`src/rtl/cdo_pkg.sv`:
```
`timescale 1ns / 1ps
package cdo_pkg;

    localparam int HIST_BINS  = 256;
    localparam int MAG_BITS   = 24;
    localparam int ANGLE_BITS = 16;
    localparam int IDX_BITS   = $clog2(HIST_BINS);
    localparam int SUM_BITS   = 34;
    localparam int TERM_BITS  = 29;
    localparam int XW         = 38;
    localparam int ZW         = 33;
    localparam int STAGES     = 16;
    localparam int Q_DEPTH    = 4;
    localparam int Q_PTR_BITS = $clog2(Q_DEPTH);
    localparam logic [15:0] INV_GAIN = 16'd39797;
    localparam logic [15:0] PHASE_STEP_RESET = 16'd16384;
    localparam logic [SUM_BITS-1:0] SUM_MAX = {SUM_BITS{1'b1}};

    typedef struct packed {
        logic [MAG_BITS-1:0]   pmag;
        logic [ANGLE_BITS-1:0] delta;
        logic [MAG_BITS-1:0]   amag;
        logic                  do_term;
        logic                  last;
        logic                  had_hist;
    } job_t;

    typedef struct packed {
        logic full;
        logic empty;
    } q_stat_t;

    typedef enum logic [2:0] {
        B_IDLE,
        B_LOAD,
        B_ROT,
        B_DIFF,
        B_VEC,
        B_SCALE,
        B_ACC,
        B_EMIT
    } back_state_t;

    function automatic logic signed [ZW-1:0] atan_lut(input logic [3:0] k);
        logic signed [ZW-1:0] v;
        case (k)
            4'd0:    v = 33'sd536870912;
            4'd1:    v = 33'sd316933406;
            4'd2:    v = 33'sd167458907;
            4'd3:    v = 33'sd85004756;
            4'd4:    v = 33'sd42667331;
            4'd5:    v = 33'sd21354465;
            4'd6:    v = 33'sd10679838;
            4'd7:    v = 33'sd5340245;
            4'd8:    v = 33'sd2670163;
            4'd9:    v = 33'sd1335087;
            4'd10:   v = 33'sd667544;
            4'd11:   v = 33'sd333772;
            4'd12:   v = 33'sd166886;
            4'd13:   v = 33'sd83443;
            4'd14:   v = 33'sd41721;
            default: v = 33'sd20860;
        endcase
        return v;
    endfunction

endpackage

```
`src/rtl/cdo_back.sv`:
```
`timescale 1ns / 1ps
module cdo_back (
    input  logic             clk,
    input  logic             rst_n,
    input  cdo_pkg::q_stat_t q_stat,
    input  cdo_pkg::job_t    q_data,
    output logic             q_pop,
    output logic             m_axis_tvalid,
    input  logic             m_axis_tready,
    output logic [39:0]      m_axis_tdata,
    output logic [0:0]       m_axis_tuser
);
    import cdo_pkg::*;

    back_state_t                state_reg, state_next;
    job_t                       job_reg, job_next;
    logic [3:0]                 k_reg, k_next;
    logic signed [XW-1:0]       x_reg, x_next;
    logic signed [XW-1:0]       y_reg, y_next;
    logic signed [ZW-1:0]       z_reg, z_next;
    logic [TERM_BITS-1:0]       term_reg, term_next;
    logic [SUM_BITS-1:0]        sum_reg, sum_next;
    logic                       ov_reg, ov_next;
    logic [SUM_BITS-1:0]        od_reg, od_next;
    logic                       ou_reg, ou_next;

    logic [MAG_BITS+15:0]       pm_prod;
    logic [MAG_BITS+15:0]       pm_round;
    logic signed [XW-1:0]       x0;
    logic signed [ZW-1:0]       z0;
    logic signed [XW-1:0]       xs;
    logic signed [XW-1:0]       ys;
    logic signed [XW-1:0]       dx;
    logic [XW-2:0]              m_mag;
    logic [XW+14:0]             sc_prod;
    logic [SUM_BITS:0]          acc;

    always_ff @(posedge clk or negedge rst_n)
    begin
        if (!rst_n)
        begin
            state_reg <= B_IDLE;
            sum_reg   <= '0;
            ov_reg    <= 1'b0;
        end
        else
        begin
            state_reg <= state_next;
            sum_reg   <= sum_next;
            ov_reg    <= ov_next;
        end
    end

    always_ff @(posedge clk)
    begin
        job_reg  <= job_next;
        k_reg    <= k_next;
        x_reg    <= x_next;
        y_reg    <= y_next;
        z_reg    <= z_next;
        term_reg <= term_next;
        od_reg   <= od_next;
        ou_reg   <= ou_next;
    end

    assign pm_prod  = job_reg.pmag * INV_GAIN;
    assign pm_round = pm_prod + (MAG_BITS+16)'(128);
    assign x0       = XW'(pm_round[MAG_BITS+15:8]);
    assign z0       = ZW'(signed'({job_reg.delta, {(32-ANGLE_BITS){1'b0}}}));
    assign xs       = x_reg >>> k_reg;
    assign ys       = y_reg >>> k_reg;
    assign dx       = XW'({job_reg.amag, 8'd0}) - x_reg;
    assign m_mag    = x_reg[XW-1] ? '0 : x_reg[XW-2:0];
    assign sc_prod  = m_mag * INV_GAIN + (XW+15)'(24'h800000);
    assign acc      = {1'b0, sum_reg} + (SUM_BITS+1)'(term_reg);

    always_comb
    begin
        state_next = state_reg;
        job_next   = job_reg;
        k_next     = k_reg;
        x_next     = x_reg;
        y_next     = y_reg;
        z_next     = z_reg;
        term_next  = term_reg;
        sum_next   = sum_reg;
        ov_next    = ov_reg && !m_axis_tready;
        od_next    = od_reg;
        ou_next    = ou_reg;
        q_pop      = 1'b0;
        case (state_reg)
            B_IDLE:
            begin
                if (!q_stat.empty)
                begin
                    q_pop    = 1'b1;
                    job_next = q_data;
                    if (q_data.do_term)
                    begin
                        state_next = B_LOAD;
                    end
                    else if (q_data.last)
                    begin
                        state_next = B_EMIT;
                    end
                end
            end
            B_LOAD:
            begin
                y_next = '0;
                k_next = '0;
                if (z0 > ZW'(33'sd1073741824))
                begin
                    z_next = z0 - ZW'(33'sd2147483648);
                    x_next = -x0;
                end
                else if (z0 < -ZW'(33'sd1073741824))
                begin
                    z_next = z0 + ZW'(33'sd2147483648);
                    x_next = -x0;
                end
                else
                begin
                    z_next = z0;
                    x_next = x0;
                end
                state_next = B_ROT;
            end
            B_ROT:
            begin
                if (!z_reg[ZW-1])
                begin
                    x_next = x_reg - ys;
                    y_next = y_reg + xs;
                    z_next = z_reg - atan_lut(k_reg);
                end
                else
                begin
                    x_next = x_reg + ys;
                    y_next = y_reg - xs;
                    z_next = z_reg + atan_lut(k_reg);
                end
                k_next = k_reg + 1'b1;
                if (k_reg == 4'(STAGES - 1))
                begin
                    state_next = B_DIFF;
                end
            end
            B_DIFF:
            begin
                if (dx[XW-1])
                begin
                    x_next = -dx;
                    y_next = y_reg;
                end
                else
                begin
                    x_next = dx;
                    y_next = -y_reg;
                end
                k_next     = '0;
                state_next = B_VEC;
            end
            B_VEC:
            begin
                if (!y_reg[XW-1])
                begin
                    x_next = x_reg + ys;
                    y_next = y_reg - xs;
                end
                else
                begin
                    x_next = x_reg - ys;
                    y_next = y_reg + xs;
                end
                k_next = k_reg + 1'b1;
                if (k_reg == 4'(STAGES - 1))
                begin
                    state_next = B_SCALE;
                end
            end
            B_SCALE:
            begin
                term_next  = sc_prod[XW+14:24];
                state_next = B_ACC;
            end
            B_ACC:
            begin
                sum_next   = (acc > {1'b0, SUM_MAX}) ? SUM_MAX : acc[SUM_BITS-1:0];
                state_next = job_reg.last ? B_EMIT : B_IDLE;
            end
            B_EMIT:
            begin
                if (!ov_reg || m_axis_tready)
                begin
                    ov_next    = 1'b1;
                    od_next    = job_reg.had_hist ? sum_reg : '0;
                    ou_next    = job_reg.had_hist;
                    sum_next   = '0;
                    state_next = B_IDLE;
                end
            end
            default:
            begin
                state_next = B_IDLE;
            end
        endcase
    end

    assign m_axis_tvalid = ov_reg;
    assign m_axis_tdata  = {{(40-SUM_BITS){1'b0}}, od_reg};
    assign m_axis_tuser  = ou_reg;

endmodule

```
`config.mk`:
```
export PLATFORM = sky130hd
export DESIGN_NAME = cdo_back
export DESIGN_NICKNAME = d
export VERILOG_FILES = /design/src/rtl/cdo_pkg.sv /design/src/rtl/cdo_back.sv
export SDC_FILE = /design/constraint.sdc
export NUM_CORES = 2
export LEC_CHECK = 0
export BUFFER_PORTS_ARGS = -buffer_cell sky130_fd_sc_hd__buf_4
export CAP_MARGIN = 40
export CORE_MARGIN = 3
export CORE_UTILIZATION = 55
export CTS_CLUSTER_DIAMETER = 60
export DETAILED_ROUTE_END_ITERATION = 8
export PLACE_DENSITY = 0.79
export REMOVE_ABC_BUFFERS = 1
export SYNTH_ARGS = -nofsm -noshare
export SYNTH_HDL_FRONTEND = slang
export SYNTH_SLANG_ARGS = --single-unit
export TNS_END_PERCENT = 5
```
`constraint.sdc`:
```
create_clock -name clk -period 25.4 [get_ports clk]
set_clock_uncertainty 0.2 [all_clocks]
set_input_delay 5.08 -clock clk [delete_from_list [all_inputs] [get_ports clk]]
set_output_delay 5.08 -clock clk [all_outputs]
set_load 0.005 [all_outputs]
```
==> After elaboration in Yosys (flattened, before gate mapping) <==
Memory sizes are Yosys's and may differ from the RTL's. A register that Yosys moved wholly into a read port is not among the register bits.
Index checks and enable logic that the tools add are counted.
{ "classes": {"reduce_logical": 16, "order_cmp": 3, "bitwise": 1, "n_mux": 37, "eq_ne": 14, "n_mul": 2, "n_shift": 2, "add_sub_neg": 16} }
{ "op_table": {"columns": ["op", "n"], "rows": [
  ["$mux 38", 8],
  ["$pmux 38 s4", 2],
  ["$mux 33", 7],
  ["$add 38x38->38", 2],
  ["$neg 38->38", 2],
  ["$sshr 38x4->38", 2],
  ["$sub 38x38->38", 2],
  ["$mux 34", 2],
  ["$pmux 34 s2", 1],
  ["$pmux 33 s2", 1],
  ["$add 53x24->53 const B", 1],
  ["$mul 37x16->53 const B", 1],
  ["$add 40x8->40 const B", 1],
  ["$mul 24x16->40 const B", 1],
  ["$neg 32->38", 1],
  ["$sub 32x38->38", 1],
  ["$mux 37", 1],
  ["$add 34x29->35", 1],
  ["$gt 35x34->1 const B", 1],
  ["$add 32x33->33 const B", 1],
  ["$add 33x33->33", 1],
  ["$sub 32x33->33 const B", 1],
  ["$sub 33x33->33", 1],
  ["$gt 32x32->1 const B", 1],
  ["other kinds (23)", 48]
]} }
{ "totals": {"input_bits": 72, "output_inout_bits": 43, "register_bits": 281, "mem_bits_ro": 960, "n_memories": 2} }
{ "mem_list": {"columns": ["name", "words", "width", "rd", "rd_clocked_by_memory_dff", "wr", "line", "rtl"], "rows": [
  ["(name not given)", 16, 30, 1, 1, 0, "cdo_pkg.sv:46", "case (k)"],
  ["(name not given)", 16, 30, 1, 1, 0, "cdo_pkg.sv:46", null]
]} }

==> Logic depth before layout (Yosys ltp) <==
{ "logic_depth": {"depth_word": 6, "mapped_depth": 29, "depth_no_buf": 26} }

==> Least setup slack after synthesis <==
Ideal clock, no wire load.
{ "synth_path": {"kind": "input -> output", "start": "input port q_stat[0] (netlist name)", "end": "output port q_pop", "cell_stages": 1, "arrival_time_ns": 11.456, "path_buffers": 0, "setup_slack_ns": 8.664, "cell_sequence": "nor4_1"} }
{ "synth_via": {"elab_chain_len": 2} }
{ "synth_lines": {"columns": ["element", "line", "rtl"], "rows": [
  ["start: declaration", "cdo_back.sv:5", "input cdo_pkg::q_stat_t q_stat,"],
  ["$mux 1", "cdo_back.sv:94", "if (!q_stat.empty)"],
  ["$mux 1", "cdo_back.sv:91", "case (state_reg)"],
  ["end: declaration", "cdo_back.sv:7", "output logic q_pop,"]
]} }
No other way between the ends.

==> Final worst setup path <==
Ends and elaborated chain as after synthesis.

==> flow_summary_export.csv <==
group,metric,value,unit
outcome,status,"complete, no violations",
yosys,synth_top_area_share,0.182,
floorplan,rows,108,
sta,setup_viol,0,
sta,min_period,11210,ps
placement,port_buffers,107,
worst_setup_path,crit_required,20120,ps
worst_hold_path,hold_depth,2,
worst_setup_path,crit_end,"q_pop",
floorplan,die_area,91600,µm²
cells_and_area,largest_register_ffs,66,
drt,via_per_inst,6.01,
yosys,synth_warnings,0,
yosys,synth-async-reset-ratio,0.122,
yosys,syn-cell-area,48400,µm²
worst_setup_path,r2r-end,"x_reg[37]",
yosys,yosysTopAreaCell,"fa_1",
cells_and_area,utilization,0.601,
clock_tree,cts.sinks,311,
clock_tree,cts_resized,0,
grt,overflow,0,
sta,setup-tns-final,0,ps
grt,antenna_found_initial,1,
drt,drt_iter0_drc,3332,
clock_tree,clkLatencyLatePin,650,ps
worst_setup_path,endpoint_kind,"output port",
sta,period_share,0.441,
worst_setup_path,critPathLaunchType,"primary input",
grt,grt_max_degree,105,
floorplan,die_w,303,µm
worst_setup_path,reg2reg_slack,16170,ps
floorplan,io_pins,115,
yosys,synth.area.top_cells,"fa_1 (18%), ha_1 (16%), edfxtp_1 (15%)",
drt,vias,40193,
run,cap_violations,0,
floorplan,core,87000,µm²
grt,grt_pass1_wl,205,mm
yosys,avgSynthCellArea,8.85,µm²
cells_and_area,area_growth,8.09,%
cells_and_area,layout-drive-gt1-share,0.0716,
grt,grt_usage,0.278,
drt,post-route-drc-count,0,
grt,grt_pass1_vias,39668,
drt,drt-total-wl,127,mm
sta,rsz0062_at_grt,"no",
drt,wire_per_inst,19.0,µm
worst_setup_path,r2r_start,"job_reg[57]",
yosys,synth_seq_cells,311,
placement,gp_congestion,0.968,
clock_tree,cts.clk_slew.worst_paths,60,ps
worst_hold_path,hold_path.class,"reg -> reg",
cells_and_area,stdcell_area,52300,µm²
clock_tree,htree_num_levels,2,
drt,antenna_left,0,
yosys,synthCells,5469,
worst_setup_path,path_class,"in -> out",
yosys,yosysSeqAreaShare,0.183,
drt,firstDrtPassIters,7,
yosys,ys_types,94,
clock_tree,cts.path.max_buffers,3,
sta,hold_viol,0,
sta,drv_slew,0,
sta,relSlewSlack,0.372,
yosys,synth_ff_type,"edfxtp_1",
cells_and_area,fillCellCount,7379,
floorplan,start_util,0.556,
yosys,synth.most_common_cell,"inv_1",
clock_tree,numCtsBuffers,46,
placement,dp_hpwl,101,mm
sta,fmax,89.2,MHz
clock_tree,cts-hold-fix-buffers,0,
worst_setup_path,crit_path_start,"q_stat[0]",
sta,tightest_slew,919,ps
yosys,synth_edf_count,243,
worst_setup_path,r2r_cells,23,
floorplan,die_h,303,µm
worst_setup_path,worstPathArrival,5930,ps
yosys,synthTopCellsByCount,"inv_1 (863), ha_1 (612), fa_1 (440)",
clock_tree,cts_tree,"built",
worst_setup_path,path_max_fanout,19,
cells_and_area,nets,6620,
clock_tree,clock_tree.root_cell,"clkbuf_16",
clock_tree,post_cts_buffers,0,
placement,placed_cell_area,50600,µm²
per-stage QoR:
stage	hold slack (ps)	instances	setup WS, ps
3_5_place_dp	293	6601	14170
3_3_place_gp	285	6573	14200
6_report	305	6691	14190
2_1_floorplan	257	5266	8660
4_1_cts	306	6687	14160
5_1_grt	340	6689	14100
per-layer routing:
metal / global-route usage / part of all wire
met1: 0.375 / 0.42
met2: 0.453 / 0.46
met3: 0.0477 / 0.086
met4: 0.0985 / 0.036
met5: 0 / 0
cell type report:
type                       count  area, µm²  share of cell area
sequential                   311       8850               0.169
tap                         1155       1450              0.0276
multi-input combinational   4089      35600               0.680
clock buffer                  56       1290              0.0247
timing repair buffer         182       1490              0.0285
antenna                        2       5.00           0.0000956
inverter                     866       3250              0.0621
clock inverter                30        393             0.00751
cells by family after synthesis:
logic type               after synthesis  synth area share
AND/OR/NAND/NOR                     1330             0.130
AO/OA/AOI/OAI                       1312             0.177
buffers and inverters               1074            0.0840
adder cells (fa/ha/maj)             1052             0.340
flip-flops                           311             0.183
XOR/XNOR                             262            0.0474
multiplexers                         127            0.0387
other                                  1         0.0000775
worst min path at each step:
stage                startpoint     endpoint
floorplan            sum_reg[0]   sum_reg[0]
global placement     sum_reg[0]   sum_reg[0]
detailed placement  sum_reg[12]  sum_reg[12]
CTS                 sum_reg[12]  sum_reg[12]
global route         sum_reg[0]   sum_reg[0]
finish              sum_reg[12]  sum_reg[12]
cell usage in the layout, fill, tap and decap left out, types with 43 or more instances in the layout:
cell	count
a21o_1	101
a21oi_1	335
and2_1	57
buf_4	171
clkbuf_16	50
edfxtp_1	243
fa_1	440
ha_1	612
inv_1	863
mux2i_1	61
mux4_2	46
nand2_1	411
nand2b_1	59
nand3_1	77
nor2_1	369
nor2b_1	49
nor3_1	94
o21a_1	43
o21ai_0	281
o21bai_1	70
o22ai_1	47
xnor2_1	142
xor2_1	119
worst max-delay path: stages:
cell and delay [ps]:
buf_4 120, nor4_2 170, buf_4 350, buf_4 200
Power is not shown: default switching activity piles up to over one toggle a cycle in this logic, so the estimate is an artifact.
