<file path="src/rtl/cdo_pkg.sv">
`timescale 1ns / 1ps
package cdo_pkg;

    localparam int HIST_BINS  = 256;
    localparam int MAG_BITS   = 24;
    localparam int ANGLE_BITS = 16;
    localparam int IDX_BITS   = $clog2(HIST_BINS);
    localparam int SUM_BITS   = 34;
    localparam int TERM_BITS  = 29;
    localparam int XW         = 38;
    localparam int ZW         = 33;
    localparam int STAGES     = 16;
    localparam int Q_DEPTH    = 4;
    localparam int Q_PTR_BITS = $clog2(Q_DEPTH);
    localparam logic [15:0] INV_GAIN = 16'd39797;
    localparam logic [15:0] PHASE_STEP_RESET = 16'd16384;
    localparam logic [SUM_BITS-1:0] SUM_MAX = {SUM_BITS{1'b1}};

    typedef struct packed {
        logic [MAG_BITS-1:0]   pmag;
        logic [ANGLE_BITS-1:0] delta;
        logic [MAG_BITS-1:0]   amag;
        logic                  do_term;
        logic                  last;
        logic                  had_hist;
    } job_t;

    typedef struct packed {
        logic full;
        logic empty;
    } q_stat_t;

    typedef enum logic [2:0] {
        B_IDLE,
        B_LOAD,
        B_ROT,
        B_DIFF,
        B_VEC,
        B_SCALE,
        B_ACC,
        B_EMIT
    } back_state_t;

    function automatic logic signed [ZW-1:0] atan_lut(input logic [3:0] k);
        logic signed [ZW-1:0] v;
        case (k)
            4'd0:    v = 33'sd536870912;
            4'd1:    v = 33'sd316933406;
            4'd2:    v = 33'sd167458907;
            4'd3:    v = 33'sd85004756;
            4'd4:    v = 33'sd42667331;
            4'd5:    v = 33'sd21354465;
            4'd6:    v = 33'sd10679838;
            4'd7:    v = 33'sd5340245;
            4'd8:    v = 33'sd2670163;
            4'd9:    v = 33'sd1335087;
            4'd10:   v = 33'sd667544;
            4'd11:   v = 33'sd333772;
            4'd12:   v = 33'sd166886;
            4'd13:   v = 33'sd83443;
            4'd14:   v = 33'sd41721;
            default: v = 33'sd20860;
        endcase
        return v;
    endfunction

endpackage

</file>
<file path="src/rtl/cdo_fifo.sv">
`timescale 1ns / 1ps
module cdo_fifo (
    input  logic             clk,
    input  logic             rst_n,
    input  logic             push,
    input  cdo_pkg::job_t    push_data,
    input  logic             pop,
    output cdo_pkg::job_t    pop_data,
    output cdo_pkg::q_stat_t stat
);
    import cdo_pkg::*;

    job_t                  slot_reg [Q_DEPTH];
    logic [Q_PTR_BITS-1:0] wr_ptr_reg;
    logic [Q_PTR_BITS-1:0] rd_ptr_reg;
    logic [Q_PTR_BITS:0]   count_reg;

    assign stat.full  = (count_reg == (Q_PTR_BITS+1)'(Q_DEPTH));
    assign stat.empty = (count_reg == '0);
    assign pop_data   = slot_reg[rd_ptr_reg];

    always_ff @(posedge clk)
    begin
        if (push)
        begin
            slot_reg[wr_ptr_reg] <= push_data;
        end
    end

    always_ff @(posedge clk or negedge rst_n)
    begin
        if (!rst_n)
        begin
            wr_ptr_reg <= '0;
            rd_ptr_reg <= '0;
            count_reg  <= '0;
        end
        else
        begin
            if (push)
            begin
                wr_ptr_reg <= wr_ptr_reg + 1'b1;
            end
            if (pop)
            begin
                rd_ptr_reg <= rd_ptr_reg + 1'b1;
            end
            if (push && !pop)
            begin
                count_reg <= count_reg + 1'b1;
            end
            else if (pop && !push)
            begin
                count_reg <= count_reg - 1'b1;
            end
        end
    end

endmodule

</file>
<file path="config.mk">
export PLATFORM = sky130hd
export DESIGN_NAME = cdo_fifo
export DESIGN_NICKNAME = d
export VERILOG_FILES = /design/src/rtl/cdo_pkg.sv /design/src/rtl/cdo_fifo.sv
export SDC_FILE = /design/constraint.sdc
export NUM_CORES = 1
export LEC_CHECK = 0
export BUFFER_PORTS_ARGS = -buffer_cell sky130_fd_sc_hd__buf_2
export CORE_UTILIZATION = 57
export DETAILED_ROUTE_END_ITERATION = 6
export PLACE_DENSITY_LB_ADDON = 0.12
export SETUP_SLACK_MARGIN = 0.2
export SYNTH_ARGS = -nofsm -noshare
export SYNTH_HDL_FRONTEND = slang
export SYNTH_SLANG_ARGS = --single-unit
</file>
<file path="constraint.sdc">
create_clock -name clk -period 3.1 [get_ports clk]
set_clock_uncertainty 0.2 [all_clocks]
set_input_delay 0.62 -clock clk [delete_from_list [all_inputs] [get_ports clk]]
set_output_delay 0.62 -clock clk [all_outputs]
set_load 0.005 [all_outputs]
</file>
Yosys cells after proc, flatten, opt, wreduce, memory -nomap -nowiden
Memory sizes are Yosys's and may differ from the RTL's.
Index checks and enable logic that the tools add are counted.
- output and inout port bits: 69
- bits in registers: 7
- memory bits (read-only): 0
- RAM bits: 268
- memories: 1
- bits in latches: 0
- input port bits: 71
- memory list (memory ; words ; bits a word ; read ports ; clocked after memory_dff ; write ports ; RTL line ; text):
    slot_reg ; 4 ; 67 ; 1 ; 0 ; 1 ; cdo_fifo.sv:13 ; job_t slot_reg [Q_DEPTH];
- equal/unequal tests: 1
- reductions and logical operators: 6
- add/sub/neg operators: 4
- shifts and indexed selects: 0
- multiplexer cells: 4
- divide/modulo/power cells: 0
- multipliers: 0
- order comparisons: 0
- bitwise operators: 0
- operators by type and width (operator ; number):
    $mux W3 ; 2
    $add A2 B1 Y2 const B ; 2
    $add A3 B1 Y3 const B ; 1
    $eq A3 B3 Y1 const B ; 1
    $logic_not A3 Y1 ; 1
    $sub A3 B1 Y3 const B ; 1
    $logic_and A1 B1 Y1 ; 2
    $logic_not A1 Y1 ; 2
    $mux W1 ; 2
    $reduce_bool A2 Y1 ; 1

Longest topological paths before layout
Gate-level depths: netlist of run 1.
- depth in word-level cells: 4
- gate-level depth with buffers: 7
- gate-level depth less buffers: 7

Worst setup path after synthesis of run 1
Ideal clock, no wire load.
- path type: input -> register
- start: in push
- end: mem slot_reg[1][0] in the netlist's numbering, enable pin
- required time: 2.468 ns
- arrival: 2.193 ns
- library setup time: 0.432 ns
- slack: 0.275 ns
- cell stages on the path: 1
- buffers on the path: 0
- cells stage by stage: and2_1
- cells in the longest elaborated chain, start to end: 2
- ends and longest elaborated chain (what ; RTL line ; text):
    start: declaration ; cdo_fifo.sv:5 ; input logic push,
    $mux W1 ; cdo_fifo.sv:24 ; if (push)
    $mux W1 (implied by the code) ; cdo_fifo.sv:26 ; slot_reg[wr_ptr_reg] <= push_data;
    end: declaration ; cdo_fifo.sv:13 ;
Every way passes these cells.

==> results of run 1 <==
==> cell type report <==
cell class,count,area [sq um]
inverters,4,15.0
multi-input cells,90,1720
clock buffers,39,783
repair buffers,155,938
flip-flops and latches,275,8230
well taps,225,282
clock inverters,10,83.8
diodes,3,7.51
fillers,1086,5240
==> placed cells by master (no fill, tap or decap) <==
cell type	synthesis	routed
edfxtp_1	268	268
buf_2	6	139
mux4_2	67	67
clkbuf_16	0	30
clkbuf_1	3	8
buf_4	4	7
clkinv_2	0	6
ha_1	5	5
dfrtp_1	7	5
buf_12	2	5
inv_1	4	4
and2_4	0	4
xor2_1	4	4
diode_2	0	3
xnor2_1	2	2
nand2_1	2	2
clkinvlp_4	0	2
clkbuf_8	0	2
buf_16	0	2
dfrtp_4	0	2
nor3_1	1	1
nor3b_1	1	1
mux2_2	1	1
o21ai_0	1	1
nor2_1	1	1
fa_1	1	1
inv_6	0	1
bufinv_16	0	1
dlygate4sd3_1	0	1
==> per-stage QoR <==
step | power (mW) | worst slack [ns]
floorplan | 7.03 | 0.275
global placement | 8.14 | 0.703
detailed placement | 8.19 | 0.705
CTS | 11.4 | 0.181
global route | 11.8 | 0.219
finish | 11.3 | 0.281
==> cell usage after synthesis, types with 2 or more instances <==
cell type	n
edfxtp_1	268
mux4_2	67
dfrtp_1	7
buf_2	6
ha_1	5
and2_1	4
buf_4	4
inv_1	4
xor2_1	4
clkbuf_1	3
buf_12	2
nand2_1	2
xnor2_1	2
==> final timing paths <==
| check | cells past startpoint | endpoint | slack, ns | startpoint |
|---|---|---|---|---|
| setup / recovery | 3 | pop_data[11] | 0.28 | rd_ptr_reg[0] |
| hold / removal | 1 | slot_reg[3][37] | 0.10 | push_data[37] |
| max in group asynchronous | 2 | rd_ptr_reg[0] | 2.24 | rst_n |
| setup reg to reg | 4 | slot_reg[2][63] | 1.23 | wr_ptr_reg[0] |
| min in group asynchronous | 2 | rd_ptr_reg[1] | 0.26 | rst_n |
| hold reg to reg | 1 | count_reg[2] | 0.28 | count_reg[2] |
==> layer usage <==
layer	global-route usage	vias up	share of wire
li1	-	1981	-
met1	0.269	2329	0.41
met2	0.332	154	0.52
met3	0.0432	23	0.064
met4	0.0618	2	0.013
met5	0	-	0.00074
==> power groups by stage <==
stage / clock (mW) / sequential (mW) / combinational [mW]
finish: 3.11 / 5.13 / 3.07
global route: 3.30 / 5.18 / 3.33
CTS: 3.19 / 5.12 / 3.10
detailed placement: 0 / 5.22 / 2.98
global placement: 0 / 5.17 / 2.96
floorplan: 0 / 5.09 / 1.94
==> kinds of logic (layout without fill, tap and decap cells) <==
family,Yosys count,in the layout,synth area share
flip-flops,275,275,0.817
other,0,3,0
buffers and inverters,20,208,0.0137
XOR/XNOR,6,6,0.00522
AO/OA/AOI/OAI,1,1,0.000497
adder cells (fa/ha/maj),6,6,0.00820
multiplexers,68,68,0.151
AND/OR/NAND/NOR,9,9,0.00485
==> worst register-to-register path, cell delays in order, from the launching register on <==
cell and delay [ns]:
dfrtp_1 0.43, inv_1 0.10, ha_1 0.15, and2_4 0.35
buf_12 0.28
==> what timing repair did <==
action                                  4_1_cts  5_1_grt
pin swaps                                     0        0
gates cloned                                  0        1
gates resized for setup                       2        3
endpoints found under the setup margin       38       51
hold buffers                                  1        0
buffers inserted                              1        0
hold endpoints to repair                      7        0
==> impl_metrics.csv, run 1 <==
group,metric,value,unit
cells_and_area,design_area,0.0121,sq mm
sta,slew_headroom,0.645,
drt,drtIter0Drc,272,
placement,dp.final_hpwl,10100,um
floorplanning,die-area,0.0182,sq mm
logic_synthesis,synth_cells,385,
setup_path,worstPathCellList,"clkbuf_16, mux4_2, buf_2",
sta,holdWs,0.104,ns
sta,tightest_slew,0.533,ns
sta,rsz0062_at_grt,"no",
hold_path,holdCritPathClass,"input pin to flip-flop",
logic_synthesis,ys_ff_latch,275,
global_route,antenna_found_initial,2,
logic_synthesis,synth_edf_count,268,
floorplanning,start_util,0.582,
sta,fin_crit_sh,0.909,
drt,dr.pass1.iters,4,
pwr,switching_share,0.265,
logic_synthesis,synth_area,0.0101,sq mm
sta,post-route-min-period,2.82,ns
pwr,p_comb_frac,0.272,
drt,drtAntennaViolNets,0,
logic_synthesis,synth.avg_cell_area,26.2,sq um
global_route,grt_pass1_wl,26500,um
pwr,p_per_area,937,mW/mm^2
clock_tree,clock-sinks,275,
logic_synthesis,synth_top_area_share,0.799,
floorplanning,design.portCount,140,
cells_and_area,postLayoutCoreUtil,0.697,
setup_path,crit_path_start_kind,"flip-flop",
sta,report.final.hold_viol_count,0,
setup_path,end_kind,"output port",
placement,dpl.cell_count,746,
logic_synthesis,synth.area.top_cells,"edfxtp_1 80%, mux4_2 15%, dfrtp_1 1.7%, ha_1 0.62%, buf_12 0.40%",
pwr,peakVddDrop,0.648,mV
pwr,clock_power_share,0.275,
global_route,gr-total-overflow,0,
drt,wl_per_cell,22.0,um
sta,fmax,355,MHz
cells_and_area,drive_gt1_frac,0.469,
logic_synthesis,syn_nets,462,
logic_synthesis,synth_flop_cell,"edfxtp_1",
floorplanning,fp.dieH,135,um
flow_run,maxCapViolations,0,
drt,vias,4489,
clock_tree,tritoncts,"yes",
sta,setup_viol,0,
clock_tree,clk_root_buffer_cell,"clkbuf_16",
clock_tree,h-tree-depth,1,
clock_tree,numCtsBuffers,28,
drt,drcViolationCount,0,
cells_and_area,largest_reg_flops,268,
logic_synthesis,synthArstFlopShare,0.0255,
logic_synthesis,ys_seq_area_frac,0.817,
global_route,gr-usage-all-layers,0.200,
setup_path,cp_max_fo,23,
global_route,first_global_vias,4776,
logic_synthesis,yosysWarnings,0,
cells_and_area,fin_cells,801,
pwr,p_leak,4.18,nW
floorplanning,core-area,0.0173,sq mm
placement,postPlaceCellArea,0.0111,sq mm
pwr,internal_power,8.31,mW
drt,viasPerCell,5.60,
sta,totalNegativeSetupSlack,0,ns
setup_path,slowest_stage,"mux4_2",
logic_synthesis,synth_cell_types,20,
cells_and_area,syn2layout_area_growth,19.8,%
floorplanning,fp.dieW,135,um
sta,slew_viol_final,0,
global_route,grt_max_degree,47,
pwr,seqPwrFrac,0.453,
placement,io_buffer_count,139,
cells_and_area,nNetsFinal,631,
setup_path,crit_arrival,2.00,ns
clock_tree,clockBufferDepth,3,
drt,wirelength,17600,um
status,outcome,"finished clean",
setup_path,worst-path-buf-inv,2,
setup_path,critPathMaxStageDelay,0.55,ns
placement,gp_congestion,0.719,
setup_path,criticalPathCategory,"flip-flop to output port",
clock_tree,clkSlewWorstSetupHoldPaths,0.06,ns
setup_path,cp_top_family,"multiplexers",
clock_tree,clkLatencyLatePin,0.52,ns
pwr,switchingPower,2.99,mW
logic_synthesis,yosysTopAreaCell,"edfxtp_1",
setup_path,required,2.28,ns
floorplanning,row_count,48,
(Power assumes the default switching activity.)
==> run 2: changes to the inputs <==
- CAP_MARGIN: default -> 25
- CORE_MARGIN: default -> 5
- RECOVER_POWER: default -> 50
==> impl_metrics.csv, run 2 (synthesis gave the netlist of run 1 again) <==
group,metric,value,unit
floorplanning,start_util,0.582,
sta,setup_viol,0,
placement,dpl.cell_count,746,
sta,tightest_slew,1.55,ns
setup_path,cp_max_fo,22,
setup_path,crit_path_start_kind,"flip-flop",
floorplanning,design.portCount,140,
sta,slew_headroom,-0.0361,
placement,io_buffer_count,139,
cells_and_area,n_fill_cell,1085,
drt,wl_per_cell,22.1,um
global_route,grt_max_degree,32,
sta,holdWs,0.129,ns
setup_path,end_kind,"output port",
floorplanning,row_count,48,
status,violations,"max-capacitance violations, max-slew violations",
drt,viasPerCell,5.57,
setup_path,cp.depth,3,
setup_path,slowest_stage,"mux4_2",
floorplanning,fp.dieW,143,um
pwr,internal_power,8.17,mW
setup_path,criticalPathCategory,"flip-flop to output port",
clock_tree,clockBufferDepth,3,
global_route,first_global_vias,4944,
clock_tree,clkLatencyLatePin,0.51,ns
clock_tree,numCtsBuffers,27,
sta,report.final.hold_viol_count,0,
floorplanning,fp.dieH,143,um
sta,totalNegativeSetupSlack,0,ns
setup_path,worst-path-buf-inv,2,
cells_and_area,antenna_cells,0,
floorplanning,core-area,0.0173,sq mm
clock_tree,clkSlewWorstSetupHoldPaths,0.06,ns
pwr,switching_share,0.265,
cells_and_area,syn2layout_area_growth,18.4,%
clock_tree,clk_root_buffer_cell,"clkbuf_16",
sta,fmax,356,MHz
setup_path,worstRegToRegCells,3,
hold_path,holdCritPathClass,"input pin to flip-flop",
hold_path,whs_path_depth,2,
cells_and_area,final_common_cell,"edfxtp_1",
placement,gp_congestion,0.684,
flow_run,maxCapViolations,1,
pwr,p_comb_frac,0.278,
sta,fin_crit_sh,0.907,
placement,post-place-ws,0.551,ns
drt,wirelength,17700,um
pwr,p_per_area,932,mW/mm^2
pwr,p_leak,3.97,nW
global_route,antenna_found_initial,0,
drt,dr.pass1.iters,4,
floorplanning,die-area,0.0204,sq mm
clock_tree,tritoncts,"yes",
placement,dp.final_hpwl,11200,um
pwr,peakVddDrop,0.616,mV
sta,setup_ws,0.288,ns
pwr,power,11.1,mW
status,outcome,"finished, violations left",
setup_path,crit_arrival,1.99,ns
global_route,grt_pass1_wl,27400,um
drt,vias,4465,
setup_path,required,2.28,ns
cells_and_area,drive_gt1_frac,0.343,
cells_and_area,fin_cells,802,
setup_path,critPathMaxStageDelay,0.56,ns
global_route,gr-usage-all-layers,0.177,
pwr,clock_power_share,0.262,
setup_path,worstPathCellList,"buf_16, mux4_2, buf_2",
sta,post-route-min-period,2.81,ns
clock_tree,h-tree-depth,1,
cells_and_area,final_cell_mix,"268 x edfxtp_1, 78 x clkbuf_1, 70 x buf_2",
drt,drtAntennaViolNets,0,
drt,drtIter0Drc,244,
pwr,switchingPower,2.94,mW
cells_and_area,nNetsFinal,635,
cells_and_area,largest_reg_flops,268,
global_route,gr-total-overflow,0,
pwr,seqPwrFrac,0.460,
sta,rsz0062_at_grt,"yes",
clock_tree,clock-sinks,275,
setup_path,cp_top_family,"multiplexers",
drt,drcViolationCount,0,
sta,slew_viol_final,28,
## run 2: cell count changes in the layout (fill, tap and decap cells not counted), moves of 2 or more
cell       previous run  this run
clkbuf_8              2         4
diode_2               3         0
clkbuf_16            30        27
clkinv_2              6         3
buf_2               139        70
buf_4                 7        11
clkinv_1              0         4
clkbuf_1              8        78
## run 2: layout make-up
type	instances	area (sq um)	area share
Tap cell	225	282	0.0236
Multi-Input combinational cell	90	1720	0.144
Sequential cell	275	8230	0.690
Inverter	4	15.0	0.00126
Clock inverter	8	37.5	0.00315
Timing Repair Buffer	160	876	0.0735
Clock buffer	40	764	0.0641
## run 2: per-stage QoR
| step | cell area [sq um] | util |
|---|---|---|
| after floorplan | 10100 | - |
| after global placement | 11100 | 0.643 |
| after detailed placement | 11100 | 0.643 |
| after CTS | 12000 | 0.692 |
| after global routing | 11900 | 0.689 |
| final | 11900 | 0.689 |
## run 2: final timing paths
path,start,endpoint,slack (ns)
worst min register to register,count_reg[2],count_reg[2],0.28
worst max register to register,wr_ptr_reg[0],slot_reg[3][25],0.43
worst max-delay path,rd_ptr_reg[0],pop_data[17],0.29
min in group asynchronous,rst_n,wr_ptr_reg[0],0.35
worst min-delay path,pop,rd_ptr_reg[0],0.13
max in group asynchronous,rst_n,rd_ptr_reg[1],2.03
## run 2: worst register-to-register path: stages (launching register included)
cell and delay [ns]:
dfrtp_1 0.42, ha_1 0.17, and2_1 1.17, buf_4 0.41
## run 2: routing by layer
layer	GRT usage	share of wire	vias to the layer above
met2	0.309	0.52	131
met4	0.0435	0.016	0
met5	0	0	-
met3	0.0368	0.069	27
li1	-	-	1995
met1	0.234	0.39	2312
## run 2: repair_timing
action,in CTS,in global routing
endpoints found under the setup margin,52,36
pin swaps,0,0
gates cloned,0,0
hold endpoints to repair,7,0
setup buffers,3,4
hold buffers,1,0
resized for setup,0,1
## run 2: power by group through the flow
stage | Sequential [mW] | Combinational (mW) | Clock, mW
final | 5.10 | 3.09 | 2.92
after global routing | 5.16 | 3.38 | 3.16
after CTS | 5.12 | 3.17 | 3.00
after detailed placement | 5.27 | 3.01 | 0
after global placement | 5.22 | 2.98 | 0
after floorplan | 5.09 | 1.94 | 0
==> run 3: changes to the inputs <==
- ABC_AREA: default -> 1
==> impl_metrics.csv, run 3 <==
group,metric,value,unit
cells_and_area,nNetsFinal,1046,
floorplanning,design.portCount,140,
sta,post-route-min-period,2.71,ns
global_route,use_met3,0.0416,
sta,rsz0062_at_grt,"no",
hold_path,holdCritPathClass,"input pin to flip-flop",
flow_run,maxCapViolations,1,
setup_path,worstPathCellList,"inv_4, buf_12, o211ai_1, nand2_1, buf_2",
logic_synthesis,synthArstFlopShare,0.0255,
setup_path,worst-path-buf-inv,3,
logic_synthesis,synth.avg_cell_area,14.0,sq um
placement,gp_congestion,0.718,
drt,viasPerCell,5.06,
global_route,gr-usage-all-layers,0.176,
floorplanning,core-area,0.0202,sq mm
logic_synthesis,synth.area.top_cells,"edfxtp_1 69%, o211ai_2 10%, nand2_1 6.9%, inv_1 4.7%, buf_6 2.9%",
cells_and_area,syn2layout_area_growth,13.2,%
placement,dpl.cell_count,1207,
floorplanning,die-area,0.0234,sq mm
logic_synthesis,ys_ff_latch,275,
clock_tree,clkLatencyLatePin,0.51,ns
status,violations,"max-capacitance violations, max-slew violations",
clock_tree,clkSlewWorstSetupHoldPaths,0.06,ns
status,outcome,"finished, violations left",
logic_synthesis,yosysTopAreaCell,"edfxtp_1",
drt,vias,6368,
setup_path,end_kind,"output port",
setup_path,cp_max_fo,37,
pwr,p_per_area,933,mW/mm^2
setup_path,crit_arrival,1.89,ns
logic_synthesis,synth_area,0.0116,sq mm
pwr,p_leak,5.23,nW
logic_synthesis,yosys-top-cells-count,"268 x edfxtp_1, 214 x nand2_1, 145 x inv_1",
sta,totalNegativeSetupSlack,0,ns
drt,dr.pass1.iters,4,
global_route,grt_max_degree,68,
placement,dp.final_hpwl,11700,um
global_route,antenna_found_initial,1,
sta,report.final.hold_viol_count,0,
clock_tree,h-tree-depth,1,
sta,slew_viol_final,68,
placement,post-place-ws,0.662,ns
sta,fmax,369,MHz
setup_path,cp_top_family,"buffers and inverters",
drt,wl_per_cell,16.5,um
floorplanning,row_count,52,
setup_path,crit_path_start_kind,"flip-flop",
global_route,grt-busiest-layer,"met2",
cells_and_area,largest_reg_flops,268,
clock_tree,clk_root_buffer_cell,"clkbuf_16",
cells_and_area,final_cell_mix,"268 x edfxtp_1, 214 x nand2_1, 142 x inv_1",
cells_and_area,antenna_cells,0,
drt,drtIter0Drc,373,
setup_path,critPathMaxStageDelay,0.50,ns
drt,drcViolationCount,0,
cells_and_area,fin_cells,1258,
logic_synthesis,synth_cells,830,
global_route,globalRouteMet2Util,0.293,
logic_synthesis,synth_flop_cell,"edfxtp_1",
clock_tree,numCtsBuffers,27,
sta,setup_viol,0,
clock_tree,clockBufferDepth,3,
sta,slew_headroom,-0.210,
drt,wirelength,20700,um
pwr,peakVddDrop,1.07,mV
floorplanning,start_util,0.577,
global_route,grtUsageMet1,0.240,
logic_synthesis,synth_edf_count,268,
cells_and_area,drive_gt1_frac,0.222,
logic_synthesis,synth.most_common_cell,"edfxtp_1",
cells_and_area,final_common_cell,"edfxtp_1",
logic_synthesis,synth_top_area_share,0.692,
logic_synthesis,syn_nets,907,
placement,io_buffer_count,139,
logic_synthesis,yosysWarnings,0,
clock_tree,tritoncts,"yes",
global_route,first_global_vias,6397,
drt,drtAntennaViolNets,0,
global_route,gr-total-overflow,0,
logic_synthesis,synth_cell_types,19,
sta,setup_ws,0.391,ns
setup_path,slowest_stage,"dfrtp_4",
global_route,grt_pass1_wl,33500,um
sta,tightest_slew,1.82,ns
setup_path,worst-r2r-setup-slack,0.45,ns
floorplanning,fp.dieW,153,um
logic_synthesis,ys_seq_area_frac,0.707,
setup_path,criticalPathCategory,"flip-flop to output port",
clock_tree,clock-sinks,275,
setup_path,required,2.28,ns
floorplanning,fp.dieH,153,um
sta,fin_crit_sh,0.874,
cells_and_area,postLayoutCoreUtil,0.653,
[run 3: cell types whose count changed after synthesis, moves of 2 or more]
cell / change
and2_1: -4
buf_12: -2
buf_2: +8
buf_4: -4
buf_6: +29
clkbuf_1: -2
inv_1: +141
mux4_2: -67
nand2_1: +212
o211ai_1: +39
o211ai_2: +95
[run 3: path summary, 6_finish.rpt]
kind | from | end | cells after the start
min | pop | rd_ptr_reg[0] | 2
max reg2reg | wr_ptr_reg[0] | slot_reg[3][26] | 4
min reg2reg | count_reg[2] | count_reg[2] | 2
min in group asynchronous | rst_n | count_reg[2] | 2
max | rd_ptr_reg[1] | pop_data[46] | 5
max in group asynchronous | rst_n | rd_ptr_reg[0] | 2
[run 3: where the power goes]
group,switching [mW],internal (mW)
clock,1.23,1.62
sequential,0.249,4.89
combinational,2.67,1.63
[run 3: stage by stage]
stage | total power [mW] | area, sq um | hold WS (ns)
6_report | 12.3 | 13200 | 0.132
3_3_place_gp | 9.50 | 12500 | 0.265
5_1_grt | 13.1 | 13200 | 0.117
3_5_place_dp | 9.57 | 12500 | 0.268
2_1_floorplan | 8.31 | 11600 | 0.124
4_1_cts | 12.5 | 13300 | 0.0929
[run 3: area by class of cell]
cell class	count	area, sq um
timing repair buffer	156	848
clock inverter	10	43.8
multi-input combinational	363	2430
inverter	146	551
tap	270	338
fill	1507	7000
clock buffer	38	727
sequential	275	8230
[run 3: worst register-to-register path, delay by kind of cell (launching register included)]
family / cells / cell delay [ns]
adders and majority gates: 1 / 0.17
buffers and inverters: 2 / 1.34
DFF: 1 / 0.41
and+or+nand+nor: 1 / 0.05
[run 3: cell families (layout without fill, tap and decap cells)]
kind of cell             Yosys count  in the layout  share of synthesized area
AND/OR/NAND/NOR                  218            218                     0.0709
buffers and inverters            192            350                     0.0840
XOR/XNOR                           4              4                    0.00301
AO/OA/AOI/OAI                    135            135                      0.128
adder cells (fa/ha/maj)            6              6                    0.00710
flip-flops                       275            275                      0.707
[run 3: timing repair]
item,in CTS,in global routing
resized for setup,0,1
endpoints found under the hold margin,7,0
hold buffers,1,0
endpoints found under the setup margin,17,9
buffers inserted,1,1
cloned,0,0
[run 3: per-layer routing]
layer  part of all wire  up-vias
met5            0.00053        -
met4              0.015        2
met3              0.060       28
met2               0.49      138
met1               0.44     3047
li1                   -     3153
